File: src/sv/assert_macros.svh
// assertion macros shared by the rtl files
`ifndef ASSERT_MACROS_SVH
`define ASSERT_MACROS_SVH

`ifndef ASSERT_OFF
// property must hold at every clock edge out of reset
`define ASSERT_AT(lbl, clk, rst_n, prop) \
  lbl: assert property (@(posedge clk) disable iff (!rst_n) (prop)) \
    else $error("%m: check failed");
// boolean condition must never be seen out of reset
`define ASSERT_NEVER(lbl, clk, rst_n, cond) \
  lbl: assert property (@(posedge clk) disable iff (!rst_n) !(cond)) \
    else $error("%m: forbidden condition seen");
`else
`define ASSERT_AT(lbl, clk, rst_n, prop)
`define ASSERT_NEVER(lbl, clk, rst_n, cond)
`endif

`endif

File: src/sv/rrqg_pkg.sv
// shared constants, types and arithmetic helpers of the rotation generator
`timescale 1ns / 1ps
`default_nettype none
package rrqg_pkg;

  // lcg step constants and the folded multi-step forms (all mod 2^32)
  localparam logic [31:0] LCG_MUL  = 32'd747796405;
  localparam logic [31:0] LCG_ADD  = 32'd2891336453;
  localparam logic [31:0] LCG_MUL2 = LCG_MUL * LCG_MUL;
  localparam logic [31:0] LCG_MUL3 = LCG_MUL2 * LCG_MUL;
  localparam logic [31:0] LCG_MUL4 = LCG_MUL3 * LCG_MUL;
  localparam logic [31:0] LCG_ADD2 = LCG_ADD * LCG_MUL + LCG_ADD;
  localparam logic [31:0] LCG_ADD3 = LCG_ADD2 * LCG_MUL + LCG_ADD;
  localparam logic [31:0] LCG_ADD4 = LCG_ADD3 * LCG_MUL + LCG_ADD;
  localparam logic [31:0] HASH_MUL = 32'd277803737;

  localparam int unsigned FRAC_W = 24;
  localparam int unsigned WORD_W = 3 * FRAC_W;

  // trig in q2.30
  localparam logic [30:0] Q30_ONE        = 31'h4000_0000;
  localparam logic [29:0] QUARTER_PI_Q30 = 30'd843314857;

  // reciprocals for exact floor division of values below 2^30
  localparam int unsigned RCP_SH = 36;
  localparam logic [35:0] RCP_42 = 36'((64'd1 << RCP_SH) / 42 + 1);
  localparam logic [35:0] RCP_20 = 36'((64'd1 << RCP_SH) / 20 + 1);
  localparam logic [35:0] RCP_6  = 36'((64'd1 << RCP_SH) / 6 + 1);
  localparam logic [35:0] RCP_56 = 36'((64'd1 << RCP_SH) / 56 + 1);
  localparam logic [35:0] RCP_30 = 36'((64'd1 << RCP_SH) / 30 + 1);
  localparam logic [35:0] RCP_12 = 36'((64'd1 << RCP_SH) / 12 + 1);

  localparam logic [16:0] Q15_POS_MAX = 17'd32767;
  localparam logic [16:0] Q15_NEG_MAX = 17'd32768;

  typedef struct packed {
    logic full;
    logic empty;
  } qstat_t;

  typedef struct packed {
    logic [17:0] rem;
    logic [16:0] root;
    logic [33:0] src;
  } sqrt_t;

  typedef struct packed {
    logic        neg;
    logic [30:0] mag;
  } trig_t;

  // floor(n / d) for n below 2^30, m the matching reciprocal
  function automatic logic [29:0] div_const(input logic [29:0] n, input logic [35:0] m);
    logic [65:0] p;
    p = {36'd0, n} * {30'd0, m};
    return p[65:36];
  endfunction

  // one restoring square root step, two source bits in, one root bit out
  function automatic sqrt_t sqrt_step(input sqrt_t a);
    sqrt_t       r;
    logic [19:0] cur;
    logic [19:0] tst;
    cur = {a.rem, a.src[33:32]};
    tst = {1'b0, a.root, 2'b01};
    r.src = {a.src[31:0], 2'b00};
    if (cur >= tst) begin
      r.rem  = 18'(cur - tst);
      r.root = {a.root[15:0], 1'b1};
    end else begin
      r.rem  = cur[17:0];
      r.root = {a.root[15:0], 1'b0};
    end
    return r;
  endfunction

  // q16 root times signed q30 trig value, rounded to saturated q1.15
  function automatic logic [15:0] scale_q15(input logic [16:0] s, input trig_t t);
    logic [47:0] p;
    logic [16:0] q;
    p = ({31'd0, s} * {17'd0, t.mag}) + 48'h0000_4000_0000;
    q = p[47:31];
    if (!t.neg) begin
      if (q > Q15_POS_MAX) q = Q15_POS_MAX;
      return q[15:0];
    end
    if (q > Q15_NEG_MAX) q = Q15_NEG_MAX;
    return 16'(17'd0 - q);
  endfunction

endpackage
`default_nettype wire

File: src/sv/rrqg_front.sv
// front end: lcg states and output hash, three fractions per frame
`timescale 1ns / 1ps
`default_nettype none
module rrqg_front (
  input  wire logic                              clk_i,
  input  wire logic                              rst_ni,
  input  wire logic                              push_i,
  output logic                                   full_o,
  input  wire logic [31:0]                       frame_number_i,
  input  wire rrqg_pkg::qstat_t                  qstat_i,
  output logic                                   qpush_o,
  output logic [rrqg_pkg::WORD_W-1:0]            qdata_o
);
  logic        en;
  logic        va_q, vb_q;
  logic [31:0] st_d [3];
  logic [31:0] st_q [3];
  logic [31:0] w_d  [3];
  logic [31:0] w_q  [3];
  logic [31:0] wx   [3];

  assign en     = !(vb_q && qstat_i.full);
  assign full_o = !en;

  // states two to four straight from the seed
  assign st_d[0] = frame_number_i * rrqg_pkg::LCG_MUL2 + rrqg_pkg::LCG_ADD2;
  assign st_d[1] = frame_number_i * rrqg_pkg::LCG_MUL3 + rrqg_pkg::LCG_ADD3;
  assign st_d[2] = frame_number_i * rrqg_pkg::LCG_MUL4 + rrqg_pkg::LCG_ADD4;

  always_comb begin
    for (int i = 0; i < 3; i++) begin
      w_d[i] = ((st_q[i] >> ({1'b0, st_q[i][31:28]} + 5'd4)) ^ st_q[i])
               * rrqg_pkg::HASH_MUL;
      wx[i]  = (w_q[i] >> 22) ^ w_q[i];
    end
  end

  always_ff @(posedge clk_i or negedge rst_ni) begin
    if (!rst_ni) begin
      va_q <= 1'b0;
      vb_q <= 1'b0;
    end else if (en) begin
      va_q <= push_i;
      vb_q <= va_q;
    end
  end

  always_ff @(posedge clk_i) begin
    if (en) begin
      st_q <= st_d;
      w_q  <= w_d;
    end
  end

  assign qpush_o = vb_q && en;
  assign qdata_o = {wx[0][23:0], wx[1][23:0], wx[2][23:0]};
endmodule
`default_nettype wire

File: config.mk
export PLATFORM = sky130hd
export DESIGN_NAME = rrqg_front
export DESIGN_NICKNAME = d
export VERILOG_FILES = /design/src/sv/assert_macros.svh /design/src/sv/rrqg_pkg.sv /design/src/sv/rrqg_front.sv
export SDC_FILE = /design/constraint.sdc
export NUM_CORES = 2
export LEC_CHECK = 0
export ABC_AREA = 0
export BUFFER_PORTS_ARGS = -buffer_cell sky130_fd_sc_hd__buf_2
export CAP_MARGIN = 20
export CORE_MARGIN = 8
export CORE_UTILIZATION = 60
export DETAILED_ROUTE_END_ITERATION = 12
export PLACE_DENSITY = 0.77
export SLEW_MARGIN = 20
export SYNTH_ARGS = -nofsm -noshare
export SYNTH_HDL_FRONTEND = slang
export SYNTH_SLANG_ARGS = --single-unit
File: constraint.sdc
create_clock -name clk_i -period 20.7 [get_ports clk_i]
set_clock_uncertainty 0.15 [all_clocks]
set_input_delay 2.07 -clock clk_i [delete_from_list [all_inputs] [get_ports clk_i]]
set_output_delay 2.07 -clock clk_i [all_outputs]
set_load 0.05 [all_outputs]
==> impl_metrics.csv <==
group,metric,value,unit
worst_hold_path,holdCritPathClass,"reg2reg",
floorplanning,die_x,329,microns
worst_setup_path,worstPathRequired,20800,ps
worst_hold_path,whs_path_depth,1,
sta,slew_violations,0,
drt,wl,145000,microns
synthesis,ys_seq_area_share,9.87,%
sta,fmaxAchievable,0.0975,GHz
clock_network,path_clk_slew,70,ps
floorplanning,ios,111,
worst_setup_path,slowest_stage,"edfxtp_1",
worst_setup_path,cp_max_fo,28,
synthesis,avgSynthCellArea,10.3,sq um
clock_network,h-tree-depth,4,
clock_network,cts_hold_buf,0,
sta,hold_violations,0,
place,gp_congestion,0.984,
drt,wl_per_cell,20.7,microns
grt,grt_pass1_wl,230000,microns
synthesis,synthesis.nets,7819,
clock_network,cts.sinks,193,
synthesis,synth_cells,5678,
synthesis,synth-edff-count,191,
floorplanning,coreArea,96900,sq um
grt,grt.total_usage,27.7,%
floorplanning,die_h,329,microns
layout,syn_to_final_growth,3.96,%
clock_network,cts_buffer_depth,2,
synthesis,synth_cell_types,82,
layout,nNetsFinal,7868,
clock_network,worstSkewPairLatency,490,ps
grt,grt_max_degree,195,
sta,fin_crit,10260,ps
clock_network,cts_tree,"done",
synthesis,ys_warn_count,0,
drt,drt-initial-drc-count,2500,
floorplanning,start_util,60.5,%
drt,drc,0,
sta,finalSetupViolCount,0,
worst_setup_path,crit_arrival,10360,ps
sta,rsz0062_at_grt,"no",
synthesis,synth_ff_type,"edfxtp_1",
worst_setup_path,endpoint_kind,"flip-flop",
sta,setup-tns-final,0,ps
drt,postRouteAntennaNets,0,
drt,vias,38823,
worst_setup_path,path_class,"reg2reg",
run_status,status,"complete, no violations",
floorplanning,rows,114,
synthesis,synthesis.area,58600,sq um
grt,overflow,0,
worst_setup_path,startpoint_type,"flip-flop",
worst_setup_path,critPathMaxStageDelay,990,ps
clock_network,root_buffer,"clkbuf_16",
clock_network,post_cts_resized,0,
worst_setup_path,crit_family,"adder cells",
worst_setup_path,crit_buf_inv,6,
grt,antenna_found_initial,0,
sta,worstMarginPinSlew,1120,ps
floorplanning,dieArea,108000,sq um
worst_setup_path,rr_worst_depth,29,
synthesis,async_reset_ff_share,1.04,%
layout,drive_gt1_share,4.62,%
sta,max_slew_margin,25.1,%
drt,routed_via_density,5.53,
grt,grt_pass1_vias,41803,
place,placement.io_buffers,109,
clock_network,cts_setup_buffers,0,
drt,first_pass_iters,5,
sta,timing.final.crit_share,49.6,%
place,dpl.hpwl,126000,microns
clock_network,cts-buffers-inserted,17,
worst_setup_path,cp_num_cells,29,
job,drv_cap,0,
synthesis,ys_ff_latch,193,
==> cell usage after synthesis, types with 13 or more instances <==
library cell,n,area (sq um)
buf_4,45,338
fa_1,1066,21300
buf_2,14,70.1
nor2b_1,23,144
mux2_2,25,282
xnor2_1,315,2760
inv_1,1644,6170
nor2_1,142,533
nand2_1,133,499
mux2i_1,57,571
mux4_2,28,631
a21o_1,86,646
clkbuf_1,36,135
and2_1,19,119
nor3_1,26,130
o21ai_1,13,65.1
a21oi_1,177,886
o21ai_0,103,515
o21a_1,30,225
a31oi_1,19,119
ha_1,1038,13000
xor2_1,170,1490
buf_1,15,56.3
nand4_1,18,113
edfxtp_1,191,5740
nand3_1,32,160
a211oi_1,23,173
o21bai_1,28,210
==> cell usage in the layout (no fill, tap or decap), types with 6 or more instances in the layout <==
cell type  instances
or3_1             11
nand2_1          132
xnor2_1          314
and2_1            19
a211oi_1          23
clkbuf_16         17
inv_6              6
nand2b_1          12
xor2_1           169
buf_4             37
o211ai_1           9
a311oi_1          10
and3_1             9
a21o_1            86
nor3_1            26
o21ai_1           13
mux4_2            28
nor2b_1           23
fa_1            1066
a21oi_1          177
mux2_2            25
nor2_1           142
o22ai_1            6
o21ai_0          103
a22oi_1            6
nand3_1           32
edfxtp_1         191
a31oi_1           19
nand4_1           18
o21bai_1          28
ha_1            1038
o21a_1            30
mux2i_1           57
inv_1           1644
buf_2            109
==> path summary, 6_finish.rpt <==
kind                       slack, ps                 to               start
max                            10440  w_q[93]$_DFFE_PN_  st_q[94]$_DFFE_PN_
min                              320   vb_q$_DFFE_PN0N_    va_q$_DFFE_PN0N_
max reg2reg                    10440  w_q[93]$_DFFE_PN_  st_q[94]$_DFFE_PN_
min reg2reg                      320   vb_q$_DFFE_PN0N_    va_q$_DFFE_PN0N_
max in group asynchronous      19110   vb_q$_DFFE_PN0N_              rst_ni
min in group asynchronous       1200   va_q$_DFFE_PN0N_              rst_ni
==> logic make-up (layout without fill, tap and decap cells) <==
kind of cell | count (synthesis) | in the layout | synth area share, %
XOR/XNOR | 495 | 495 | 7.61
other | 0 | 1 | 0
multiplexers | 119 | 119 | 2.73
buffers and inverters | 1763 | 1825 | 11.7
flip-flops | 193 | 193 | 9.87
adder cells (fa/ha/maj) | 2104 | 2104 | 58.5
AND/OR/NAND/NOR | 438 | 438 | 3.39
AO/OA/AOI/OAI | 566 | 566 | 6.14
==> state kept, by name, summed over array words and instances (netlist names) <==
signal  flops
vb_q        1
va_q        1
st_q       95
w_q        96
==> area by class of cell <==
| cell class | count | area (sq um) |
|---|---|---|
| multi-input cells | 3722 | 46000 |
| fillers | 7819 | 35900 |
| inverters | 1645 | 6170 |
| flip-flops and latches | 193 | 5790 |
| well taps | 1276 | 1600 |
| repair buffers | 148 | 858 |
| clock buffers | 19 | 433 |
| clock inverters | 13 | 115 |
| diodes | 1 | 2.50 |
==> metrics by stage <==
step / area, sq um / utilization (%) / setup slack (ps) / hold slack, ps / cells
final: 61000 / 62.9 / 10440 / 323 / 7017
after global routing: 61000 / 62.9 / 9910 / 363 / 7016
after CTS: 60900 / 62.9 / 10470 / 325 / 7015
after detailed placement: 60400 / 62.4 / 10500 / 309 / 6983
after global placement: 60400 / 62.3 / 10630 / 291 / 6983
after floorplan: 58600 / - / 10830 / 280 / 5678
==> routing by layer <==
metal | global-route usage, % | part of all wire [%] | vias to the layer above | wire length [microns]
li1 | - | - | 17745 | -
met1 | 36.4 | 42 | 19497 | 60400
met2 | 46.2 | 47 | 1278 | 68800
met3 | 5.06 | 7.1 | 303 | 10300
met4 | 9.94 | 4.1 | 0 | 5910
met5 | 0 | 0 | - | 0
Power is left out: the tool's default activity adds up to more than one toggle a clock period on the data nets, which glitch-free logic cannot reach.
