**config.mk**
```make
export PLATFORM = sky130hd
export DESIGN_NAME = rrqg_fifo
export DESIGN_NICKNAME = d
export VERILOG_FILES = /design/src/sv/rrqg_pkg.sv /design/src/sv/rrqg_fifo.sv
export VERILOG_INCLUDE_DIRS = /design/src /design/src/sv
export SDC_FILE = /design/constraint.sdc
export NUM_CORES = 1
export LEC_CHECK = 0
export BUFFER_PORTS_ARGS = -buffer_cell sky130_fd_sc_hd__buf_4
export CAP_MARGIN = 20
export CORE_AREA = 5 5 142 198
export DETAILED_ROUTE_END_ITERATION = 12
export DIE_AREA = 0 0 147 203
export HOLD_SLACK_MARGIN = 0.03
export PLACE_DENSITY = 0.67
export SYNTH_ARGS = -nofsm -noshare
export SYNTH_HDL_FRONTEND = slang
export SYNTH_SLANG_ARGS = --single-unit
```
**constraint.sdc**
```tcl
create_clock -name clk_i -period 4.6 [get_ports clk_i]
set_input_delay 0.23 -clock clk_i [delete_from_list [all_inputs] [get_ports clk_i]]
set_output_delay 0.23 -clock clk_i [all_outputs]
set_load 0.005 [all_outputs]
```
**src/sv/assert_macros.svh**
```systemverilog
// assertion macros shared by the rtl files
`ifndef ASSERT_MACROS_SVH
`define ASSERT_MACROS_SVH

`ifndef ASSERT_OFF
// property must hold at every clock edge out of reset
`define ASSERT_AT(lbl, clk, rst_n, prop) \
  lbl: assert property (@(posedge clk) disable iff (!rst_n) (prop)) \
    else $error("%m: check failed");
// boolean condition must never be seen out of reset
`define ASSERT_NEVER(lbl, clk, rst_n, cond) \
  lbl: assert property (@(posedge clk) disable iff (!rst_n) !(cond)) \
    else $error("%m: forbidden condition seen");
`else
`define ASSERT_AT(lbl, clk, rst_n, prop)
`define ASSERT_NEVER(lbl, clk, rst_n, cond)
`endif

`endif

```
**src/sv/rrqg_pkg.sv**
```systemverilog
// shared constants, types and arithmetic helpers of the rotation generator
`timescale 1ns / 1ps
`default_nettype none
package rrqg_pkg;

  // lcg step constants and the folded multi-step forms (all mod 2^32)
  localparam logic [31:0] LCG_MUL  = 32'd747796405;
  localparam logic [31:0] LCG_ADD  = 32'd2891336453;
  localparam logic [31:0] LCG_MUL2 = LCG_MUL * LCG_MUL;
  localparam logic [31:0] LCG_MUL3 = LCG_MUL2 * LCG_MUL;
  localparam logic [31:0] LCG_MUL4 = LCG_MUL3 * LCG_MUL;
  localparam logic [31:0] LCG_ADD2 = LCG_ADD * LCG_MUL + LCG_ADD;
  localparam logic [31:0] LCG_ADD3 = LCG_ADD2 * LCG_MUL + LCG_ADD;
  localparam logic [31:0] LCG_ADD4 = LCG_ADD3 * LCG_MUL + LCG_ADD;
  localparam logic [31:0] HASH_MUL = 32'd277803737;

  localparam int unsigned FRAC_W = 24;
  localparam int unsigned WORD_W = 3 * FRAC_W;

  // trig in q2.30
  localparam logic [30:0] Q30_ONE        = 31'h4000_0000;
  localparam logic [29:0] QUARTER_PI_Q30 = 30'd843314857;

  // reciprocals for exact floor division of values below 2^30
  localparam int unsigned RCP_SH = 36;
  localparam logic [35:0] RCP_42 = 36'((64'd1 << RCP_SH) / 42 + 1);
  localparam logic [35:0] RCP_20 = 36'((64'd1 << RCP_SH) / 20 + 1);
  localparam logic [35:0] RCP_6  = 36'((64'd1 << RCP_SH) / 6 + 1);
  localparam logic [35:0] RCP_56 = 36'((64'd1 << RCP_SH) / 56 + 1);
  localparam logic [35:0] RCP_30 = 36'((64'd1 << RCP_SH) / 30 + 1);
  localparam logic [35:0] RCP_12 = 36'((64'd1 << RCP_SH) / 12 + 1);

  localparam logic [16:0] Q15_POS_MAX = 17'd32767;
  localparam logic [16:0] Q15_NEG_MAX = 17'd32768;

  typedef struct packed {
    logic full;
    logic empty;
  } qstat_t;

  typedef struct packed {
    logic [17:0] rem;
    logic [16:0] root;
    logic [33:0] src;
  } sqrt_t;

  typedef struct packed {
    logic        neg;
    logic [30:0] mag;
  } trig_t;

  // floor(n / d) for n below 2^30, m the matching reciprocal
  function automatic logic [29:0] div_const(input logic [29:0] n, input logic [35:0] m);
    logic [65:0] p;
    p = {36'd0, n} * {30'd0, m};
    return p[65:36];
  endfunction

  // one restoring square root step, two source bits in, one root bit out
  function automatic sqrt_t sqrt_step(input sqrt_t a);
    sqrt_t       r;
    logic [19:0] cur;
    logic [19:0] tst;
    cur = {a.rem, a.src[33:32]};
    tst = {1'b0, a.root, 2'b01};
    r.src = {a.src[31:0], 2'b00};
    if (cur >= tst) begin
      r.rem  = 18'(cur - tst);
      r.root = {a.root[15:0], 1'b1};
    end else begin
      r.rem  = cur[17:0];
      r.root = {a.root[15:0], 1'b0};
    end
    return r;
  endfunction

  // q16 root times signed q30 trig value, rounded to saturated q1.15
  function automatic logic [15:0] scale_q15(input logic [16:0] s, input trig_t t);
    logic [47:0] p;
    logic [16:0] q;
    p = ({31'd0, s} * {17'd0, t.mag}) + 48'h0000_4000_0000;
    q = p[47:31];
    if (!t.neg) begin
      if (q > Q15_POS_MAX) q = Q15_POS_MAX;
      return q[15:0];
    end
    if (q > Q15_NEG_MAX) q = Q15_NEG_MAX;
    return 16'(17'd0 - q);
  endfunction

endpackage
`default_nettype wire

```
**src/sv/rrqg_fifo.sv**
```systemverilog
// small word queue between the hash front and the math back
`timescale 1ns / 1ps
`default_nettype none
`include "assert_macros.svh"
module rrqg_fifo #(
  parameter int unsigned Depth = 4,
  parameter int unsigned Width = 72
) (
  input  wire logic             clk_i,
  input  wire logic             rst_ni,
  input  wire logic             push_i,
  input  wire logic [Width-1:0] wdata_i,
  input  wire logic             pop_i,
  output rrqg_pkg::qstat_t      stat_o,
  output logic      [Width-1:0] rdata_o
);
  localparam int unsigned PtrW = (Depth > 1) ? $clog2(Depth) : 1;
  localparam int unsigned CntW = $clog2(Depth + 1);

  logic [Width-1:0] mem_q [Depth];
  logic [PtrW-1:0]  wr_q, wr_d, rd_q, rd_d;
  logic [CntW-1:0]  cnt_q, cnt_d;

  always_comb begin
    wr_d  = wr_q;
    rd_d  = rd_q;
    cnt_d = cnt_q;
    if (push_i) wr_d = (wr_q == PtrW'(Depth - 1)) ? '0 : wr_q + PtrW'(1);
    if (pop_i)  rd_d = (rd_q == PtrW'(Depth - 1)) ? '0 : rd_q + PtrW'(1);
    if (push_i && !pop_i) cnt_d = cnt_q + CntW'(1);
    else if (pop_i && !push_i) cnt_d = cnt_q - CntW'(1);
  end

  always_ff @(posedge clk_i or negedge rst_ni) begin
    if (!rst_ni) begin
      wr_q  <= '0;
      rd_q  <= '0;
      cnt_q <= '0;
    end else begin
      wr_q  <= wr_d;
      rd_q  <= rd_d;
      cnt_q <= cnt_d;
    end
  end

  always_ff @(posedge clk_i) begin
    if (push_i) mem_q[wr_q] <= wdata_i;
  end

  assign rdata_o      = mem_q[rd_q];
  assign stat_o.full  = (cnt_q == CntW'(Depth));
  assign stat_o.empty = (cnt_q == '0);

  `ASSERT_AT(a_cnt_range, clk_i, rst_ni, cnt_q <= CntW'(Depth))
  `ASSERT_NEVER(a_push_full, clk_i, rst_ni, push_i && stat_o.full)
  `ASSERT_NEVER(a_pop_empty, clk_i, rst_ni, pop_i && stat_o.empty)
endmodule
`default_nettype wire

```
==> impl_metrics.toml, run 1 <==
[synthesis]
netlist_area_um2 = 10810
seq_area_frac_synth_pct = 81.64
ys_warn_count = 0
ys_types = 18
syn_inst = 413
ys_seq_elements = 295
yosysTopAreaCell = "edfxtp_1"
avgSynthCellArea_um2 = 26.17
synth_area_leaders = "edfxtp_1 80%, mux4_2 15%, dfrtp_1 1.6%"
synth_nets = 496
synth.top_cell.area_share_pct = 80.02

[floorplan]
die_area_um2 = 29840
fp.coreArea_um2 = 26010
fp-row-count = 70
initial_core_util_pct = 41.55
ios = 150
die_width_um = 147
die_y_um = 203

[global_routing]
grt_max_degree = 75
grt_pass1_vias = 5748
antenna_found_initial = 1
gr-total-overflow = 0
grt_usage_pct = 13.56
grt_first_pass_wirelength_um = 31690

[layout]
final_common_cell = "edfxtp_1"
nNetsFinal = 740
seq_area_um2 = 8831
syn2layout_area_growth_pct = 30.41
n_fill_cell = 1901
mostFrequentLayoutCells = "288 x edfxtp_1, 149 x buf_4, 75 x dlygate4sd3_1"
final-instance-count-excl-fill = 1003
fin_area_um2 = 14090
multiInputGateArea_um2 = 1853
drive_gt1_share_pct = 40.86

[setup_path]
timing.rr.start = "wr_q[1]"
r2r_setup_slack_ps = 2760
crit_cells = 3
required_ps = 4370
startpoint = "rd_q[0]"
rr_endpoint = "mem_q[1][12]"
r2r_cells = 4
cp-endpoint = "rdata_o[1]"
arrival_ps = 2710
path_class = "reg -> out"
path_buf_inv = 2
max_stage_delay_ps = 1080
startpoint_type = "flip-flop"
crit_fanout = 48
endpoint_kind = "output pin"
crit_slowest_cell = "dfrtp_4"
worstPathCellList = "buf_12 > mux4_2 > buf_4"
cp_top_family = "flip-flops"

[timing]
worstMarginPinSlew_ps = 979.0
fin_hold_ws_ps = 54.52
hold_viol = 0
slew_viol_final = 0
setup_viol = 0
post-route-period-util_pct = 63.89
skew_ps = 21.64
layout_min_cycle_time_ps = 2939
fmax_ghz = 0.3403
rsz0062_at_grt = "false"
maxSlewHeadroom_pct = 34.73
tns_ps = 0

[clock_tree]
cts_resized = 0
clk_pin_slew_ps = 60
post_cts_buffers = 0
cts_tree = "done"
cts-root-buf = "clkbuf_16"
cts.sinks = 295
cts_buffers = 28
htree_levels = 1
clk_latency_ps = 530
clockBufferDepth = 3

[route]
wl_per_cell_um = 20.15
drc_errors = 0
drtPass1Iterations = 4
viasPerCell = 5.036
postRouteAntennaNets = 0
met1Wirelength_um = 7723
wl_met2_um = 11060
vias = 5051
drt_iter0_markers = 312
route.met3.wl_um = 906
highest_layer = "met4"
totalWireLength_um = 20210

[power]
pwr-share-seq_pct = 44.9
power_w = 0.008321
peakVddDrop_mv = 0.5357
p_sw_w = 0.002119
leakage_nw = 4.871
comb_power_share_pct = 26.7
power.internal_w = 0.006201
p_per_area_nw_per_um2 = 590.3
switching_share_pct = 25.47
pwr-share-clk_pct = 28.4

[flow_run]
drv_cap = 0

[placed_design]
hpwl_um = 11840
globalplace.congestion = 0.6983
placed_cells = 874
port_buffers = 149
dpl-instance-area_um2 = 12330

[min_path]
hp-class = "in -> async"

[status]
status = "completed"
[worst register-to-register path: cells and delay by family (launching register included)]
| family | cells | cell delay, ps |
|---|---|---|
| AND/OR/NAND/NOR | 1 | 520 |
| buffers and inverters | 2 | 420 |
| adder cells (fa/ha/maj) | 1 | 150 |
| flip-flops | 1 | 400 |
[power groups by stage]
| stage | registers [W] | clock network [W] | logic, W |
|---|---|---|---|
| finish | 0.00374 | 0.00236 | 0.00222 |
| global route | 0.00380 | 0.00254 | 0.00239 |
| CTS | 0.00384 | 0.00242 | 0.00217 |
| detailed placement | 0.00390 | 0 | 0.00211 |
| global placement | 0.00388 | 0 | 0.00205 |
| floorplan | 0.00360 | 0 | 0.00135 |
[routing by layer]
metal	up-vias	global-route usage, %
li1	2257	-
met1	2626	16.17
met2	130	24.86
met3	38	2.478
met4	0	4.364
met5	-	0
[what timing repair did]
item                                   4_1_cts  5_1_grt
setup endpoints to repair                    0        0
endpoints found under the hold margin      299        0
hold buffers                                75        0
[synth_stat cells]
cell type / number
edfxtp_1: 288
buf_2: 8
dfrtp_1: 7
fa_1: 1
xor2_1: 2
mux2_2: 3
nand2_1: 2
and2_1: 4
ha_1: 6
buf_4: 1
xnor2_1: 1
inv_1: 4
nor3_1: 1
buf_6: 7
o21ai_0: 2
mux4_2: 72
nor3b_1: 1
nor2_1: 3
[through the flow]
step	worst slack, ps	util (%)
floorplan	1859	-
global placement	2149	47.07
detailed placement	2139	47.38
CTS	1564	53.96
global route	1435	54.18
finish	1661	54.18
[worst min path at each step]
| stage | start | to | slack [ps] | cells after the start |
|---|---|---|---|---|
| 2_1_floorplan | rst_ni | cnt_q[0] | -70 | 0 |
| 3_3_place_gp | rst_ni | cnt_q[1] | 50 | 1 |
| 3_5_place_dp | rst_ni | cnt_q[0] | 50 | 1 |
| 4_1_cts | rst_ni | cnt_q[2] | 40 | 2 |
| 5_1_grt | rst_ni | cnt_q[2] | 50 | 2 |
| 6_report | rst_ni | wr_q[0] | 50 | 2 |
[cell families after synthesis]
| kind of cell | Yosys count | synth area share [%] |
|---|---|---|
| AND/OR/NAND/NOR | 11 | 0.5209 |
| multiplexers | 75 | 15.32 |
| flip-flops | 295 | 81.64 |
| adder cells (fa/ha/maj) | 7 | 0.8798 |
| AO/OA/AOI/OAI | 2 | 0.09262 |
| buffers and inverters | 20 | 1.308 |
| XOR/XNOR | 3 | 0.2432 |
[flip-flops by register name, summed over array words and instances (netlist names)]
register  cells
wr_q          2
mem_q       288
rd_q          2
cnt_q         3
[cell type report]
class	count	share of cell area (%)
Sequential cell	295	62.65
Timing Repair Buffer	230	14.38
Multi-Input combinational cell	98	13.15
Clock buffer	35	5.308
Tap cell	324	2.876
Clock inverter	16	1.509
Inverter	4	0.1065
Antenna cell	1	0.01775
(Power assumes the default switching activity.)
==> run 2: changes to the inputs <==
--- a/config.mk
+++ b/config.mk
@@ -12,7 +12,7 @@
 export DETAILED_ROUTE_END_ITERATION = 12
 export DIE_AREA = 0 0 147 203
 export HOLD_SLACK_MARGIN = 0.03
-export PLACE_DENSITY = 0.67
+export PLACE_DENSITY = 0.69
 export SYNTH_ARGS = -nofsm -noshare
 export SYNTH_HDL_FRONTEND = slang
 export SYNTH_SLANG_ARGS = --single-unit
==> constraint.sdc (replaced) <==
create_clock -name clk_i -period 2.55 [get_ports clk_i]
set_input_delay 0.1275 -clock clk_i [delete_from_list [all_inputs] [get_ports clk_i]]
set_output_delay 0.1275 -clock clk_i [all_outputs]
set_load 0.005 [all_outputs]
==> run 2 against run 1 <==
Net effect: non-clock buffer count is 7 higher; final area is 0.50% lower; sequential share of layout area is 0.31 points higher; critical endpoint is now rdata_o[6]; largest cell class unchanged.
==> impl_metrics.toml, run 2 (synthesized netlist as in run 1, its figures left out) <==
[power]
peakVddDrop_mv = 0.6546
power_w = 0.01477
leakage_nw = 4.848
p_per_area_nw_per_um2 = 1053

[timing]
setup_viol = 0
tns_ps = 0
rsz0062_at_grt = "false"
worstMarginPinSlew_ps = 666.6
fmax_ghz = 0.4219
layout_min_cycle_time_ps = 2370
hold_viol = 0
maxSlewHeadroom_pct = 55.56
post-route-period-util_pct = 92.94
skew_ps = 11.73
slew_viol_final = 0

[route]
drt_iter0_markers = 259
drc_errors = 0
postRouteAntennaNets = 0
totalWireLength_um = 21340
wl_per_cell_um = 21.15
vias = 5136
viasPerCell = 5.090
drtPass1Iterations = 5

[global_routing]
grt_pass1_vias = 5803
grt_max_degree = 44
grt_first_pass_wirelength_um = 33090
antenna_found_initial = 3
grt_usage_pct = 14.24
gr-total-overflow = 0

[floorplan]
fp-row-count = 70
die_y_um = 203
initial_core_util_pct = 41.55
ios = 150
die_area_um2 = 29840
fp.coreArea_um2 = 26010
die_width_um = 147

[layout]
drive_gt1_share_pct = 41.29
top_regs = "mem_q (288), cnt_q (3)"
nNetsFinal = 746
final_common_cell = "edfxtp_1"
n_fill_cell = 1954
largest_reg_flops = 288
syn2layout_area_growth_pct = 29.76
regMostFlops = "mem_q"
mostFrequentLayoutCells = "288 x edfxtp_1, 154 x buf_4, 76 x dlygate4sd3_1"

[clock_tree]
clk_latency_ps = 520
cts_buffers = 27
cts-root-buf = "clkbuf_16"
cts_resized = 0
clk_pin_slew_ps = 60
cts_tree = "done"
clockBufferDepth = 3
cts.sinks = 295
htree_levels = 1

[setup_path]
required_ps = 2420
arrival_ps = 2240
path_class = "reg -> out"
endpoint_kind = "output pin"
crit_fanout = 40
startpoint_type = "flip-flop"

[placed_design]
globalplace.congestion = 0.7142
hpwl_um = 13270
port_buffers = 149

[flow_run]
drv_cap = 0

[min_path]
hp-class = "in -> reg"

[status]
status = "completed"
## run 2: cell types whose count changed in the layout (fill, tap and decap cells not counted)
cell	delta
clkinvlp_4	+1
clkbuf_16	-2
buf_16	-5
clkinv_1	+3
buf_4	+5
buf_12	+6
diode_2	+1
clkinv_2	+3
clkbuf_1	-4
dlygate4sd3_1	+1
inv_8	-1
bufinv_16	-2
## run 2: final timing paths
| kind | from | to | slack [ps] | cells past startpoint |
|---|---|---|---|---|
| min reg2reg | cnt_q[2] | cnt_q[2] | 520 | 1 |
| max | rd_q[1] | rdata_o[6] | 180 | 3 |
| min | wdata_i[62] | mem_q[2][62] | 350 | 2 |
| min in group asynchronous | rst_ni | wr_q[1] | 620 | 3 |
| max in group asynchronous | rst_ni | rd_q[0] | 1600 | 3 |
| max reg2reg | wr_q[0] | mem_q[3][38] | 770 | 3 |
## run 2: final cells by class
class                      instances  area [µm²]  share of cell area (%)
tap                              324       405.4                   2.891
inverter                           4       15.01                  0.1071
timing repair buffer             237        2057                   14.67
clock inverter                    20       175.2                   1.249
clock buffer                      29       683.2                   4.871
multi-input combinational         98        1853                   13.21
antenna                            2       5.005                 0.03569
sequential                       295        8831                   62.97
## run 2: power by group
part	internal, W	total, W	switching, W
sequential	0.00622	0.00665	0.000425
combinational	0.00242	0.00422	0.00180
clock	0.00224	0.00390	0.00166
## run 2: layer usage
layer  routed length (µm)  track usage [%]
met4                  686            5.197
met1                 8339            17.35
met5                    7                0
met2                11320            25.40
met3                  986            2.568
## run 2: metrics by stage
step | util, % | instances | cell area [µm²] | hold WS, ps | worst slack (ps)
4_1_cts | 53.90 | 1007 | 14020 | 331.6 | 131.5
3_3_place_gp | 47.67 | 882 | 12400 | -46.81 | 705.0
6_report | 53.92 | 1009 | 14020 | 347.8 | 180.0
5_1_grt | 53.92 | 1009 | 14020 | 341.2 | 71.21
3_5_place_dp | 47.67 | 882 | 12400 | -44.66 | 678.7
2_1_floorplan | - | 413 | 10810 | -168.1 | 594.9
## run 2: repair_timing
item	4_1_cts	5_1_grt
hold buffers	76	0
hold endpoints to repair	299	0
setup buffers	0	0
## run 2: worst max-delay path, stage by stage (launching register included)
cell and delay [ps]:
dfrtp_4 850, buf_12 310, mux4_2 370, buf_4 160
